**src/sv/rfb_pkg.sv**
```systemverilog
`default_nettype none
// ----------------------------------------------------------------------------
// rfb_pkg: shared types for the rectangle fill blend engine
// Blend mode codes, configuration register indexes and the register file
// struct handed from the top level to the front and back sections.
// ----------------------------------------------------------------------------
package rfb_pkg;

	localparam int unsigned PIX_W      = 32;
	localparam int unsigned CH_W       = 8;
	localparam int unsigned NUM_CH     = PIX_W / CH_W;
	localparam int unsigned MODE_W     = 3;
	localparam int unsigned OFFSET_W   = 24;
	localparam int unsigned DIM_CFG_W  = 13;
	localparam int unsigned PITCH_W    = 14;
	localparam int unsigned CFG_IDX_W  = 3;
	localparam int unsigned QUEUE_DEPTH = 4;

	// blend mode codes; codes five to seven pass the pixel through
	typedef enum logic [MODE_W-1:0] {
		BLEND_ADD = 3'd0,
		BLEND_SUB = 3'd1,
		BLEND_MIN = 3'd2,
		BLEND_MAX = 3'd3,
		BLEND_MUL = 3'd4
	} blend_mode_t;

	// configuration register indexes
	typedef enum logic [CFG_IDX_W-1:0] {
		REG_FILL_COLOR   = 3'd0,
		REG_BLEND_MODE   = 3'd1,
		REG_ALPHA_MASK   = 3'd2,
		REG_RGBA_MODE    = 3'd3,
		REG_START_OFFSET = 3'd4,
		REG_RECT_WIDTH   = 3'd5,
		REG_RECT_HEIGHT  = 3'd6,
		REG_ROW_PITCH    = 3'd7
	} cfg_index_t;

	typedef logic [OFFSET_W-1:0] addr_out_t;

	// register file contents
	typedef struct packed {
		logic [PIX_W-1:0]     fill_color;
		blend_mode_t          blend_mode;
		logic [PIX_W-1:0]     alpha_mask;
		logic                 rgba_mode;
		logic [OFFSET_W-1:0]  start_offset;
		logic [DIM_CFG_W-1:0] rect_width;
		logic [DIM_CFG_W-1:0] rect_height;
		logic [PITCH_W-1:0]   row_pitch;
	} cfg_regs_t;

endpackage
`default_nettype wire

```
**src/sv/rect_fill_blend_engine.sv**
```systemverilog
`default_nettype none
// ----------------------------------------------------------------------------
// rect_fill_blend_engine: rectangle fill with blend modes
// Blends a fill color into a raster stream of destination pixels and forms
// the write address and last flag of each pixel.
// ----------------------------------------------------------------------------
// Usage:
//   Configuration transactions (cfg_valid/cfg_ready, cfg_index, cfg_data) load
//   the eight registers; cfg_ready is always high. Write them only while the
//   engine holds no pixel in flight.
//   Pixel transactions (pixel_valid/pixel_ready, pixel_in) carry destination
//   pixels in raster order. Result transactions (result_valid/result_ready)
//   carry pixel_addr, pixel_out and last_pixel, one per pixel, in order.
//   An accepted pixel passes the four-entry queue, back stage one (blend and
//   one multiplier for row times pitch) and back stage two (the address
//   adder), which drives result_valid. Throughput is one pixel per cycle
//   until the receiver stalls; then the back pipeline holds and the queue
//   absorbs up to four more pixels before pixel_ready drops.
//   Reset clears the configuration registers, the row and column counters and the queue;
//   after the last pixel of a rectangle the scan wraps to its top-left corner.
// ----------------------------------------------------------------------------
module rect_fill_blend_engine #(
	parameter int unsigned ADDR_BITS = 24,
	parameter int unsigned MAX_DIM   = 4096
) (
	input  wire                            clk,
	input  wire                            arst_n,
	input  wire                            cfg_valid,
	output logic                           cfg_ready,
	input  wire [rfb_pkg::CFG_IDX_W-1:0]   cfg_index,
	input  wire [rfb_pkg::PIX_W-1:0]       cfg_data,
	input  wire                            pixel_valid,
	output logic                           pixel_ready,
	input  wire [rfb_pkg::PIX_W-1:0]       pixel_in,
	output logic                           result_valid,
	input  wire                            result_ready,
	output logic [rfb_pkg::OFFSET_W-1:0]   pixel_addr,
	output logic [rfb_pkg::PIX_W-1:0]      pixel_out,
	output logic                           last_pixel
);

	localparam int unsigned CNT_W  = $clog2(MAX_DIM);
	localparam int unsigned DATA_W = rfb_pkg::PIX_W + 2 * CNT_W + 1;

	rfb_pkg::cfg_regs_t cfg_q;
	logic              push_valid;
	logic              push_ready;
	logic [DATA_W-1:0] push_data;
	logic              pop_valid;
	logic              pop_ready;
	logic [DATA_W-1:0] pop_data;

	assign cfg_ready = 1'b1;

	// configuration registers
	always_ff @(posedge clk or negedge arst_n) begin
		if (!arst_n) begin
			cfg_q <= '0;
		end else if (cfg_valid) begin
			unique case (rfb_pkg::cfg_index_t'(cfg_index))
				rfb_pkg::REG_FILL_COLOR:   cfg_q.fill_color <= cfg_data;
				rfb_pkg::REG_BLEND_MODE:
					cfg_q.blend_mode <= rfb_pkg::blend_mode_t'(cfg_data[rfb_pkg::MODE_W-1:0]);
				rfb_pkg::REG_ALPHA_MASK:   cfg_q.alpha_mask <= cfg_data;
				rfb_pkg::REG_RGBA_MODE:    cfg_q.rgba_mode <= cfg_data[0];
				rfb_pkg::REG_START_OFFSET:
					cfg_q.start_offset <= cfg_data[rfb_pkg::OFFSET_W-1:0];
				rfb_pkg::REG_RECT_WIDTH:
					cfg_q.rect_width <= cfg_data[rfb_pkg::DIM_CFG_W-1:0];
				rfb_pkg::REG_RECT_HEIGHT:
					cfg_q.rect_height <= cfg_data[rfb_pkg::DIM_CFG_W-1:0];
				rfb_pkg::REG_ROW_PITCH:
					cfg_q.row_pitch <= cfg_data[rfb_pkg::PITCH_W-1:0];
				default:                   cfg_q <= cfg_q;
			endcase
		end
	end

	// front: raster position tagging
	rfb_front #(
		.MAX_DIM (MAX_DIM),
		.CNT_W   (CNT_W),
		.DATA_W  (DATA_W)
	) u_front (
		.clk         (clk),
		.arst_n      (arst_n),
		.cfg         (cfg_q),
		.pixel_valid (pixel_valid),
		.pixel_ready (pixel_ready),
		.pixel_in    (pixel_in),
		.push_valid  (push_valid),
		.push_ready  (push_ready),
		.push_data   (push_data)
	);

	// queue between front and back
	rfb_queue #(
		.DATA_W (DATA_W)
	) u_queue (
		.clk        (clk),
		.arst_n     (arst_n),
		.push_valid (push_valid),
		.push_ready (push_ready),
		.push_data  (push_data),
		.pop_valid  (pop_valid),
		.pop_ready  (pop_ready),
		.pop_data   (pop_data)
	);

	// back: blend and address pipeline
	rfb_back #(
		.ADDR_BITS (ADDR_BITS),
		.CNT_W     (CNT_W),
		.DATA_W    (DATA_W)
	) u_back (
		.clk          (clk),
		.arst_n       (arst_n),
		.cfg          (cfg_q),
		.pop_valid    (pop_valid),
		.pop_ready    (pop_ready),
		.pop_data     (pop_data),
		.result_valid (result_valid),
		.result_ready (result_ready),
		.pixel_addr   (pixel_addr),
		.pixel_out    (pixel_out),
		.last_pixel   (last_pixel)
	);

endmodule
`default_nettype wire

```
**src/sv/rfb_front.sv**
```systemverilog
`default_nettype none
// ----------------------------------------------------------------------------
// rfb_front: raster position tracking
// Accepts pixel transactions, tags each with its row, column and last flag
// and pushes the tagged item into the queue.
// ----------------------------------------------------------------------------
module rfb_front #(
	parameter int unsigned MAX_DIM = 4096,
	parameter int unsigned CNT_W   = 12,
	parameter int unsigned DATA_W  = 57
) (
	input  wire                     clk,
	input  wire                     arst_n,
	input  rfb_pkg::cfg_regs_t      cfg,
	input  wire                     pixel_valid,
	output logic                    pixel_ready,
	input  wire [rfb_pkg::PIX_W-1:0] pixel_in,
	output logic                    push_valid,
	input  wire                     push_ready,
	output logic [DATA_W-1:0]       push_data
);

	localparam int unsigned DIM_W = $clog2(MAX_DIM) + 1;
	localparam int unsigned CMP_W =
		((DIM_W > rfb_pkg::DIM_CFG_W) ? DIM_W : rfb_pkg::DIM_CFG_W) + 1;

	logic [CNT_W-1:0] col_q;
	logic [CNT_W-1:0] row_q;
	logic [CMP_W-1:0] last_col;
	logic [CMP_W-1:0] last_row;
	logic             row_end;
	logic             rect_end;
	logic             accept;

	// clamp a dimension to 1..MAX_DIM and return its last index
	function automatic logic [CMP_W-1:0] last_index(input logic [rfb_pkg::DIM_CFG_W-1:0] raw);
		logic [CMP_W-1:0] v;
		v = CMP_W'(raw);
		if (v == '0) begin
			v = CMP_W'(1);
		end else if (v > CMP_W'(MAX_DIM)) begin
			v = CMP_W'(MAX_DIM);
		end
		return v - CMP_W'(1);
	endfunction

	// row and rectangle end detection
	always_comb begin
		last_col = last_index(cfg.rect_width);
		last_row = last_index(cfg.rect_height);
		row_end  = CMP_W'(col_q) >= last_col;
		rect_end = row_end && (CMP_W'(row_q) >= last_row);
	end

	// handshake toward the queue
	assign pixel_ready = push_ready;
	assign push_valid  = pixel_valid;
	assign accept      = pixel_valid && push_ready;
	assign push_data   = {rect_end, row_q, col_q, pixel_in};

	// raster counters
	always_ff @(posedge clk or negedge arst_n) begin
		if (!arst_n) begin
			col_q <= '0;
			row_q <= '0;
		end else if (accept) begin
			if (rect_end) begin
				col_q <= '0;
				row_q <= '0;
			end else if (row_end) begin
				col_q <= '0;
				row_q <= row_q + CNT_W'(1);
			end else begin
				col_q <= col_q + CNT_W'(1);
			end
		end
	end

endmodule
`default_nettype wire

```
**src/sv/rfb_queue.sv**
```systemverilog
`default_nettype none
// ----------------------------------------------------------------------------
// rfb_queue: short item queue
// Small register queue between the front and back sections so that each side
// can stall on its own.
// ----------------------------------------------------------------------------
module rfb_queue #(
	parameter int unsigned DATA_W = 57
) (
	input  wire               clk,
	input  wire               arst_n,
	input  wire               push_valid,
	output logic              push_ready,
	input  wire [DATA_W-1:0]  push_data,
	output logic              pop_valid,
	input  wire               pop_ready,
	output logic [DATA_W-1:0] pop_data
);

	localparam int unsigned DEPTH = rfb_pkg::QUEUE_DEPTH;
	localparam int unsigned PTR_W = $clog2(DEPTH);
	localparam int unsigned CNT_W = $clog2(DEPTH + 1);

	logic [DATA_W-1:0] mem_q [DEPTH];
	logic [PTR_W-1:0]  wr_ptr_q;
	logic [PTR_W-1:0]  rd_ptr_q;
	logic [CNT_W-1:0]  count_q;
	logic              do_push;
	logic              do_pop;

	assign push_ready = count_q != CNT_W'(DEPTH);
	assign pop_valid  = count_q != '0;
	assign pop_data   = mem_q[rd_ptr_q];
	assign do_push    = push_valid && push_ready;
	assign do_pop     = pop_valid && pop_ready;

	// storage
	always_ff @(posedge clk) begin
		if (do_push) begin
			mem_q[wr_ptr_q] <= push_data;
		end
	end

	// pointers and fill count
	always_ff @(posedge clk or negedge arst_n) begin
		if (!arst_n) begin
			wr_ptr_q <= '0;
			rd_ptr_q <= '0;
			count_q  <= '0;
		end else begin
			if (do_push) begin
				wr_ptr_q <= wr_ptr_q + PTR_W'(1);
			end
			if (do_pop) begin
				rd_ptr_q <= rd_ptr_q + PTR_W'(1);
			end
			if (do_push && !do_pop) begin
				count_q <= count_q + CNT_W'(1);
			end else if (do_pop && !do_push) begin
				count_q <= count_q - CNT_W'(1);
			end
		end
	end

endmodule
`default_nettype wire

```
**src/sv/rfb_back.sv**
```systemverilog
`default_nettype none
// ----------------------------------------------------------------------------
// rfb_back: blend and address pipeline
// Stage one blends the four channels and multiplies row by pitch; stage two
// adds offset and column and holds the result transaction.
// ----------------------------------------------------------------------------
module rfb_back #(
	parameter int unsigned ADDR_BITS = 24,
	parameter int unsigned CNT_W     = 12,
	parameter int unsigned DATA_W    = 57
) (
	input  wire                        clk,
	input  wire                        arst_n,
	input  rfb_pkg::cfg_regs_t         cfg,
	input  wire                        pop_valid,
	output logic                       pop_ready,
	input  wire [DATA_W-1:0]           pop_data,
	output logic                       result_valid,
	input  wire                        result_ready,
	output logic [rfb_pkg::OFFSET_W-1:0] pixel_addr,
	output logic [rfb_pkg::PIX_W-1:0]  pixel_out,
	output logic                       last_pixel
);

	localparam int unsigned PIX_W  = rfb_pkg::PIX_W;
	localparam int unsigned CH_W   = rfb_pkg::CH_W;
	localparam int unsigned PROD_W = CNT_W + rfb_pkg::PITCH_W;
	localparam int unsigned MAX_A  = (ADDR_BITS > rfb_pkg::OFFSET_W) ?
		ADDR_BITS : rfb_pkg::OFFSET_W;
	localparam int unsigned SUM_W  = ((MAX_A > PROD_W) ? MAX_A : PROD_W) + 1;

	logic [PIX_W-1:0]  in_pixel;
	logic [CNT_W-1:0]  in_col;
	logic [CNT_W-1:0]  in_row;
	logic              in_last;
	logic [PIX_W-1:0]  color;
	logic [PIX_W-1:0]  blended;
	logic              adv_s1;
	logic              adv_s2;
	logic [SUM_W-1:0]  addr_sum;
	logic [ADDR_BITS-1:0] addr_wrap;

	logic              valid_s1;
	logic [PIX_W-1:0]  pixel_s1;
	logic [PROD_W-1:0] prod_s1;
	logic [CNT_W-1:0]  col_s1;
	logic              last_s1;

	logic              valid_s2;
	logic [rfb_pkg::OFFSET_W-1:0] addr_s2;
	logic [PIX_W-1:0]  pixel_s2;
	logic              last_s2;

	// one byte channel of the blend
	function automatic logic [CH_W-1:0] blend_ch(
		input logic [CH_W-1:0] d,
		input logic [CH_W-1:0] c,
		input rfb_pkg::blend_mode_t m
	);
		logic [CH_W:0]     sum;
		logic [2*CH_W-1:0] mul;
		logic [CH_W-1:0]   r;
		sum = {1'b0, d} + {1'b0, c};
		mul = (2*CH_W)'(d) * (2*CH_W)'(c) + (2*CH_W)'(255);
		unique case (m)
			rfb_pkg::BLEND_ADD: r = sum[CH_W] ? '1 : sum[CH_W-1:0];
			rfb_pkg::BLEND_SUB: r = (d > c) ? d - c : '0;
			rfb_pkg::BLEND_MIN: r = (d < c) ? d : c;
			rfb_pkg::BLEND_MAX: r = (d > c) ? d : c;
			rfb_pkg::BLEND_MUL: r = mul[2*CH_W-1:CH_W];
			default:            r = d;
		endcase
		return r;
	endfunction

	// unpack the queued item
	assign {in_last, in_row, in_col, in_pixel} = pop_data;

	// fill color with alpha bits adjusted by mode
	always_comb begin
		color = cfg.fill_color;
		if (!cfg.rgba_mode && (cfg.alpha_mask != '0)) begin
			case (cfg.blend_mode) inside
				rfb_pkg::BLEND_ADD, rfb_pkg::BLEND_SUB, rfb_pkg::BLEND_MAX:
					color = cfg.fill_color & ~cfg.alpha_mask;
				rfb_pkg::BLEND_MIN, rfb_pkg::BLEND_MUL:
					color = cfg.fill_color | cfg.alpha_mask;
				default:
					color = cfg.fill_color;
			endcase
		end
	end

	// four channel blend
	always_comb begin
		for (int k = 0; k < rfb_pkg::NUM_CH; k++) begin
			blended[k*CH_W +: CH_W] = blend_ch(in_pixel[k*CH_W +: CH_W],
				color[k*CH_W +: CH_W], cfg.blend_mode);
		end
	end

	// stall control
	assign adv_s2    = !valid_s2 || result_ready;
	assign adv_s1    = !valid_s1 || adv_s2;
	assign pop_ready = adv_s1;

	// stage one: blend and row times pitch
	always_ff @(posedge clk or negedge arst_n) begin
		if (!arst_n) begin
			valid_s1 <= 1'b0;
		end else if (adv_s1) begin
			valid_s1 <= pop_valid;
		end
	end

	always_ff @(posedge clk) begin
		if (adv_s1 && pop_valid) begin
			pixel_s1 <= blended;
			prod_s1  <= PROD_W'(in_row) * PROD_W'(cfg.row_pitch);
			col_s1   <= in_col;
			last_s1  <= in_last;
		end
	end

	// address sum, wrapped to the address space
	assign addr_sum  = SUM_W'(cfg.start_offset) + SUM_W'(prod_s1) + SUM_W'(col_s1);
	assign addr_wrap = addr_sum[ADDR_BITS-1:0];

	// stage two: result register
	always_ff @(posedge clk or negedge arst_n) begin
		if (!arst_n) begin
			valid_s2 <= 1'b0;
		end else if (adv_s2) begin
			valid_s2 <= valid_s1;
		end
	end

	always_ff @(posedge clk) begin
		if (adv_s2 && valid_s1) begin
			addr_s2  <= rfb_pkg::addr_out_t'(addr_wrap);
			pixel_s2 <= pixel_s1;
			last_s2  <= last_s1;
		end
	end

	assign result_valid = valid_s2;
	assign pixel_addr   = addr_s2;
	assign pixel_out    = pixel_s2;
	assign last_pixel   = last_s2;

endmodule
`default_nettype wire

```
**config.mk**
```make
export PLATFORM = sky130hd
export DESIGN_NAME = rect_fill_blend_engine
export DESIGN_NICKNAME = d
export VERILOG_FILES = /design/src/sv/rfb_pkg.sv /design/src/sv/rect_fill_blend_engine.sv /design/src/sv/rfb_front.sv /design/src/sv/rfb_queue.sv /design/src/sv/rfb_back.sv
export SDC_FILE = /design/constraint.sdc
export NUM_CORES = 2
export LEC_CHECK = 0
export ABC_CLOCK_PERIOD_IN_PS = 15200
export BUFFER_PORTS_ARGS = -buffer_cell sky130_fd_sc_hd__clkbuf_2
export CAP_MARGIN = 20
export CORE_MARGIN = 1.5
export CORE_UTILIZATION = 57
export DETAILED_ROUTE_END_ITERATION = 8
export GPL_TIMING_DRIVEN = 0
export PLACE_DENSITY = 0.74
export SLEW_MARGIN = 40
export SYNTH_ARGS = -nofsm -noshare
export SYNTH_HDL_FRONTEND = slang
export SYNTH_HIERARCHICAL = 1
export SYNTH_SLANG_ARGS = --single-unit
```
**constraint.sdc**
```tcl
create_clock -name clk -period 15.2 [get_ports clk]
set_input_delay 0.76 -clock clk [delete_from_list [all_inputs] [get_ports clk]]
set_output_delay 0.76 -clock clk [all_outputs]
set_load 0.05 [all_outputs]
```
# == Word-level counts from Yosys, hierarchy flattened ==
# Memories as Yosys holds them, arrays and structs flattened.
# Cells that the tools add are included.
# op_classes
bitwise,3
n_lt_le_gt_ge,12
n_eq_ne,12
mul,5
add_sub_neg,22
mux,35
n_reduce_logical,33
# op_table
cell,n
$pmux W8 S5,4
$mux W8,16
$mux W32,3
$add A16 B8 Y16 const B,4
$mul A8 B8 Y16,4
$mux W12,4
$mux W13,3
$add A8 B8 Y9,4
$and A32 B32 Y32,1
$gt A8 B8 Y1,4
$lt A8 B8 Y1,4
$not A32 Y32,1
$or A32 B32 Y32,1
$reduce_bool A32 Y1,1
$sub A8 B8 Y8,4
$ge A12 B14 Y1,2
$gt A13 B13 Y1 const B,2
$logic_not A13 Y1,2
$add A12 B1 Y12 const B,2
$add A24 B12 Y24,1
$add A24 B24 Y24,1
$mul A12 B14 Y24,1
$reduce_and A2 Y1,9
$eq A3 B3 Y1 const B,5
other kinds (19),39
# word_totals
ff_bits,291
ram_bits,228
inputBits,72
n_memories,1
elab_cells,145
output_inout_bits,60
# mem_list
memory,words,word_bits,read_ports,rd_ports_with_merged_regs,wr,line_no,text
u_queue.mem_q,4,57,1,0,1,rfb_queue.sv:24,logic [DATA_W-1:0] mem_q [DEPTH];

# == Depth between registers and ports, before layout ==
# logic_depth
depth_word,8
ltp_mapped,26
depth_no_buf,23

# == Hierarchy ==
# Netlist, hierarchy kept.
# modules_own_cells
mod,cells_per_inst,instances,area_per_inst_um2,seq_area_each_um2
rfb_back,2577,1,23304.9,3833.7
rfb_queue,333,1,8644.5,7021.7
rect_fill_blend_engine,287,1,4993.5,3303.2
rfb_front,331,1,2690.1,600.6

# == Least setup slack after synthesis ==
# No wires, ideal clock.
# synth_path
path_type,register to register
startpoint,register cfg_q[98] (netlist bit)
endpoint,register u_back.pixel_s1[13] (data pin)
arrival_ns,5.904
path_buffers,2
setup_ns,0.267
stages_incl_launch_ff,25
required_time_ns,14.933
period_less_slack_ns,6.171
path_slack_ns,9.029
path_cell_list,dfrtp_1 > buf_2 > nor2_2 > nor2_1 > a211oi_1 > buf_2 > a21oi_1 > a21oi_2 > nand2_1 > fa_1 > inv_1 > fa_1 > fa_1 > inv_1 > fa_1 > inv_1 > ha_1 > a21o_1 > a21o_1 > o21ai_1 > a211oi_1 > or4_1 > and3_1 > a2111oi_0 > nor2_1
# synth_between
elab_chain_cells,8
word_cells_on_any_way,21
cone_classes,add/sub: 3; mul: 1; order compare: 2; eq/ne: 4; mux: 8; reduce/logical: 3
# synth_rtl
element,line_no,text
from (decl),rect_fill_blend_engine.sv:45,rfb_pkg::cfg_regs_t cfg_q;
from (signal assigned),rect_fill_blend_engine.sv:74,default: cfg_q <= cfg_q;
$eq A3 B3 Y1 or $eq A3 B2 Y1 (tied branches),rfb_back.sv:65,unique case (m)
$reduce_or A2 Y1,rfb_back.sv:83,case (cfg.blend_mode) inside
$mux W32 (2 in a row),rfb_back.sv:83,
$mux W32,rfb_back.sv:82,if (!cfg.rgba_mode && (cfg.alpha_mask != '0)) begin
$mul A8 B8 Y16 (tied with other cells),rfb_back.sv:64,mul = (2*CH_W)'(d) * (2*CH_W)'(c) + (2*CH_W)'(255);
$add A16 B8 Y16 (tied with other cells),rfb_back.sv:64,
$pmux W8 S5 (*),rfb_back.sv:65,
via u_back.blended[13],rfb_back.sv:37,logic [PIX_W-1:0] blended;
to (signal assigned),rfb_back.sv:118,pixel_s1 <= blended;
to (decl),rfb_back.sv:44,logic [PIX_W-1:0] pixel_s1;
# The timed path passes the listed nets; every way through them passes the cells marked *.
# A chain may end at the register's enable or synchronous reset.

# == Worst setup path after layout ==
# layout_path
startpoint,register cfg_q[98] (netlist bit)
endpoint,register u_back.pixel_s1[31] (data pin)
# The elaborated chain is that of the path after synthesis.

==> results.txt <==
- Transition time of the tightest slew-check pin: 888 ps
* Area enclosed by the die boundary: 71100 sq um
- Max-cap violations in this run came to 0.
- Clock buffer count from CTS: 54
- After synthesis, the mean cell area works out to 11.2 sq um.
* Estimated wirelength of the detail-placed design: 74500 um
- Worst Path Required: 15560 ps
* Wirelength, routed: 98900 um
* EDFF count, synth: 354
- CP Launch Type: flop
* RSZ-0062 raised after global routing: false
- Clock skew on the completed layout was measured at 58.6 ps.
- The first global-routing pass estimated 154000 um of wire.
- Counting every net in the synthesized netlist gives 4226.
* CTS tree: yes
* Crit-path slowest cell: sky130_fd_sc_hd__fa_1
- Synthesis-to-finish area growth: 9.69%
* Final Slew Violations: 0
* Number of buffers inserted to repair setup after CTS: 0
- For this run, the number of Yosys warnings is 6.
- STA classifies the critical path endpoint as a flop.
* Total count of hold-check failures in the final report: 0
- Counting flops with an async set or reset pin after synthesis yields a share of 31.8%.
- Insertion delay to the later sink of the worst-skew pair: 650 ps
- In this design, the critical path's most frequently occurring cell is sky130_fd_sc_hd__fa_1.
* Overall die height: 267 um
- The path class of the tightest hold or removal check is in2async.
- Bufs on Longest Clock Path: 3
- Top post-synthesis cells by area: sky130_fd_sc_hd__edfxtp_1 (27%), sky130_fd_sc_hd__fa_1 (15%), sky130_fd_sc_hd__dfrtp_1 (10%)
* Row count: 96
- Final Wtd Congestion: 0.955
* Detailed router's first-iteration violation count: 2504
* Initial antenna violation count: 3
- Crit share post-route: 50.4%
* Highest Clock Rate: 131 MHz
* Fraction of layout cells with a size suffix above 1: 13.9%
- Global-route congestion overflow total: 0
* Routed via count: 27400
- Max incr delay on CP: 560 ps
- Data on the critical path arrives at its endpoint at 8020 ps.
* # H-tree levels: 2
- Number of buffer cells added on primary ports: 98
- Of the post-synthesis cell area, the dominant cell type holds 26.8%.
* Number of standard cells after synthesis: 3528
* Area of the core: 68700 sq um
* Netlist Area Pre-Place: 39600 sq um
- CTS placed an instance of sky130_fd_sc_hd__clkbuf_16 at the clock tree root.
- Vias per inst: 5.87
- Final layout net count: 4391
- Cell taking the most area after synthesis: sky130_fd_sc_hd__edfxtp_1
* Number of iterations in the first detailed-routing pass: 6
* Crit Path Class: reg2reg
- Initial core utilization: 57.7%
* Largest net degree at the start of global routing: 71
- In this run the worst path has a maximum fanout of 10.
- Register clock-pin slew on the reported worst setup and hold paths: 60 ps
- For the finished layout, the period the worst path requires is 7660 ps.
* Post-route DRC violation count: 0
- Yosys mapped the design onto 94 distinct sky130hd cell types.
- Top FF cell, synth: sky130_fd_sc_hd__edfxtp_1
- The library cell used most frequently in the layout, excluding fill and tap cells, is sky130_fd_sc_hd__inv_1.
- Number of buffers inserted by hold repair at cts: 0
- Number of gates resized after cts: 0
- Final count of negative-setup-slack endpoints: 0
- Antenna violation net count after detailed routing: 0
* Via count of the first global-routing pass: 27100
* CP cell instances: buf_2 > nor2_2 > nor2_1 > a211oi_1 > buf_2 > buf_2 > a21oi_1 > a21oi_1 > clkbuf_2 > ha_1 > fa_1 > fa_1 > fa_1 > inv_1 > fa_1 > inv_1 > ha_1 > or3_1 > nor3_1 > nor3_1 > o31ai_1 > and4b_1 > o21ai_0 > a41oi_1
- The run finished with clean final reports.
- DIE WIDTH: 267 um
- Max transition margin: 40.2%
- Highest-count cells in the layout ignoring fill and taps: sky130_fd_sc_hd__inv_1 (453), sky130_fd_sc_hd__edfxtp_1 (354), sky130_fd_sc_hd__ha_1 (321)
- Sequential elements use 37.2% of the synthesized area.
- CTS Sinks: 519
- GRT Util Overall: 28.2%
- Adding up every negative setup slack in the final design gives 0 ps.
- Detailed-route wire length per cell: 21.2 um
- Flip-flop and latch count after synthesis: 519
- For this design the top-level I/O count stands at 132.
==> final timing paths <==
path	from	to	slack (ps)	cells past startpoint
worst max-delay path	cfg_q[98]	u_back/pixel_s1[31]	7540	24
worst min-delay path	arst_n	u_queue/wr_ptr_q[0]	50	1
worst max register to register	cfg_q[98]	u_back/pixel_s1[31]	7540	24
worst min register to register	u_back/pixel_s1[11]	u_back/pixel_out[11]	410	0
max in group asynchronous	arst_n	cfg_q[91]	14100	3
min in group clk	pixel_in[25]	u_queue/mem_q[3][25]	320	1
==> metrics by stage <==
step                cell area [sq um]  std cells  utilization [%]  setup slack, ps  hold WS, ps
finish                          43500       4672             63.3             7540         47.8
global route                    43500       4669             63.3             7210         64.1
CTS                             43400       4667             63.2             7470         37.3
detailed placement              41600       4567             60.5             7520          405
global placement                41300       4557             60.1             7520          401
floorplan                       39600       3528                -             9030          400
==> cells in the mapped netlist, types with 46 or more instances <==
cell type,n
sky130_fd_sc_hd__a21oi_1,167
sky130_fd_sc_hd__and2_1,181
sky130_fd_sc_hd__buf_4,46
sky130_fd_sc_hd__clkbuf_1,65
sky130_fd_sc_hd__dfrtp_1,165
sky130_fd_sc_hd__edfxtp_1,354
sky130_fd_sc_hd__fa_1,305
sky130_fd_sc_hd__ha_1,321
sky130_fd_sc_hd__inv_1,453
sky130_fd_sc_hd__mux2_2,134
sky130_fd_sc_hd__mux4_2,57
sky130_fd_sc_hd__nand2_1,305
sky130_fd_sc_hd__nand3_1,46
sky130_fd_sc_hd__nor2_1,158
sky130_fd_sc_hd__o21ai_0,92
sky130_fd_sc_hd__xnor2_1,77
==> logic make-up after synthesis <==
logic type	share of synthesized area (%)
flip-flops	37.2
adder cells (fa/ha/maj)	25.5
AO/OA/AOI/OAI	9.76
AND/OR/NAND/NOR	11.1
XOR/XNOR	2.45
multiplexers	7.40
buffers and inverters	6.49
other	0.00946
==> area by class of cell <==
class	count	area, sq um
Clock inverter	24	409
Clock buffer	76	1460
Fill cell	5418	25200
Multi-Input combinational cell	2401	22400
Tap cell	931	1160
Sequential cell	519	14800
Buffer	150	855
Timing Repair Buffer	109	719
Inverter	458	1720
Antenna cell	4	10.0
==> flip-flops by register name, indices dropped and copies added (netlist names), 3 cells and up <==
register,cells
u_front/col_q,12
u_front/row_q,12
u_back/pixel_addr,24
u_back/pixel_out,32
u_queue/mem_q,228
u_back/col_s1,12
u_back/pixel_s1,32
cfg_q,132
u_back/prod_s1,24
u_queue/count_q,3
==> layer usage <==
layer	GRT usage, %	vias to the layer above	routed length [um]
met1	40.1	13700	43000
met2	43.5	1017	44500
met3	6.36	138	8620
met5	0	-	0
li1	-	12500	-
met4	8.25	0	2820
==> worst max-delay path, delay by kind of cell, from the launching register on <==
kind            cells  cell delay, ps
buf+inv             6            1160
simple gates        6            1640
fa+ha+maj           6            2490
flops               1             390
compound gates      6            1730
Power is left out: the tool's default activity adds up to more than one toggle a clock period on the data nets, which glitch-free logic cannot reach.
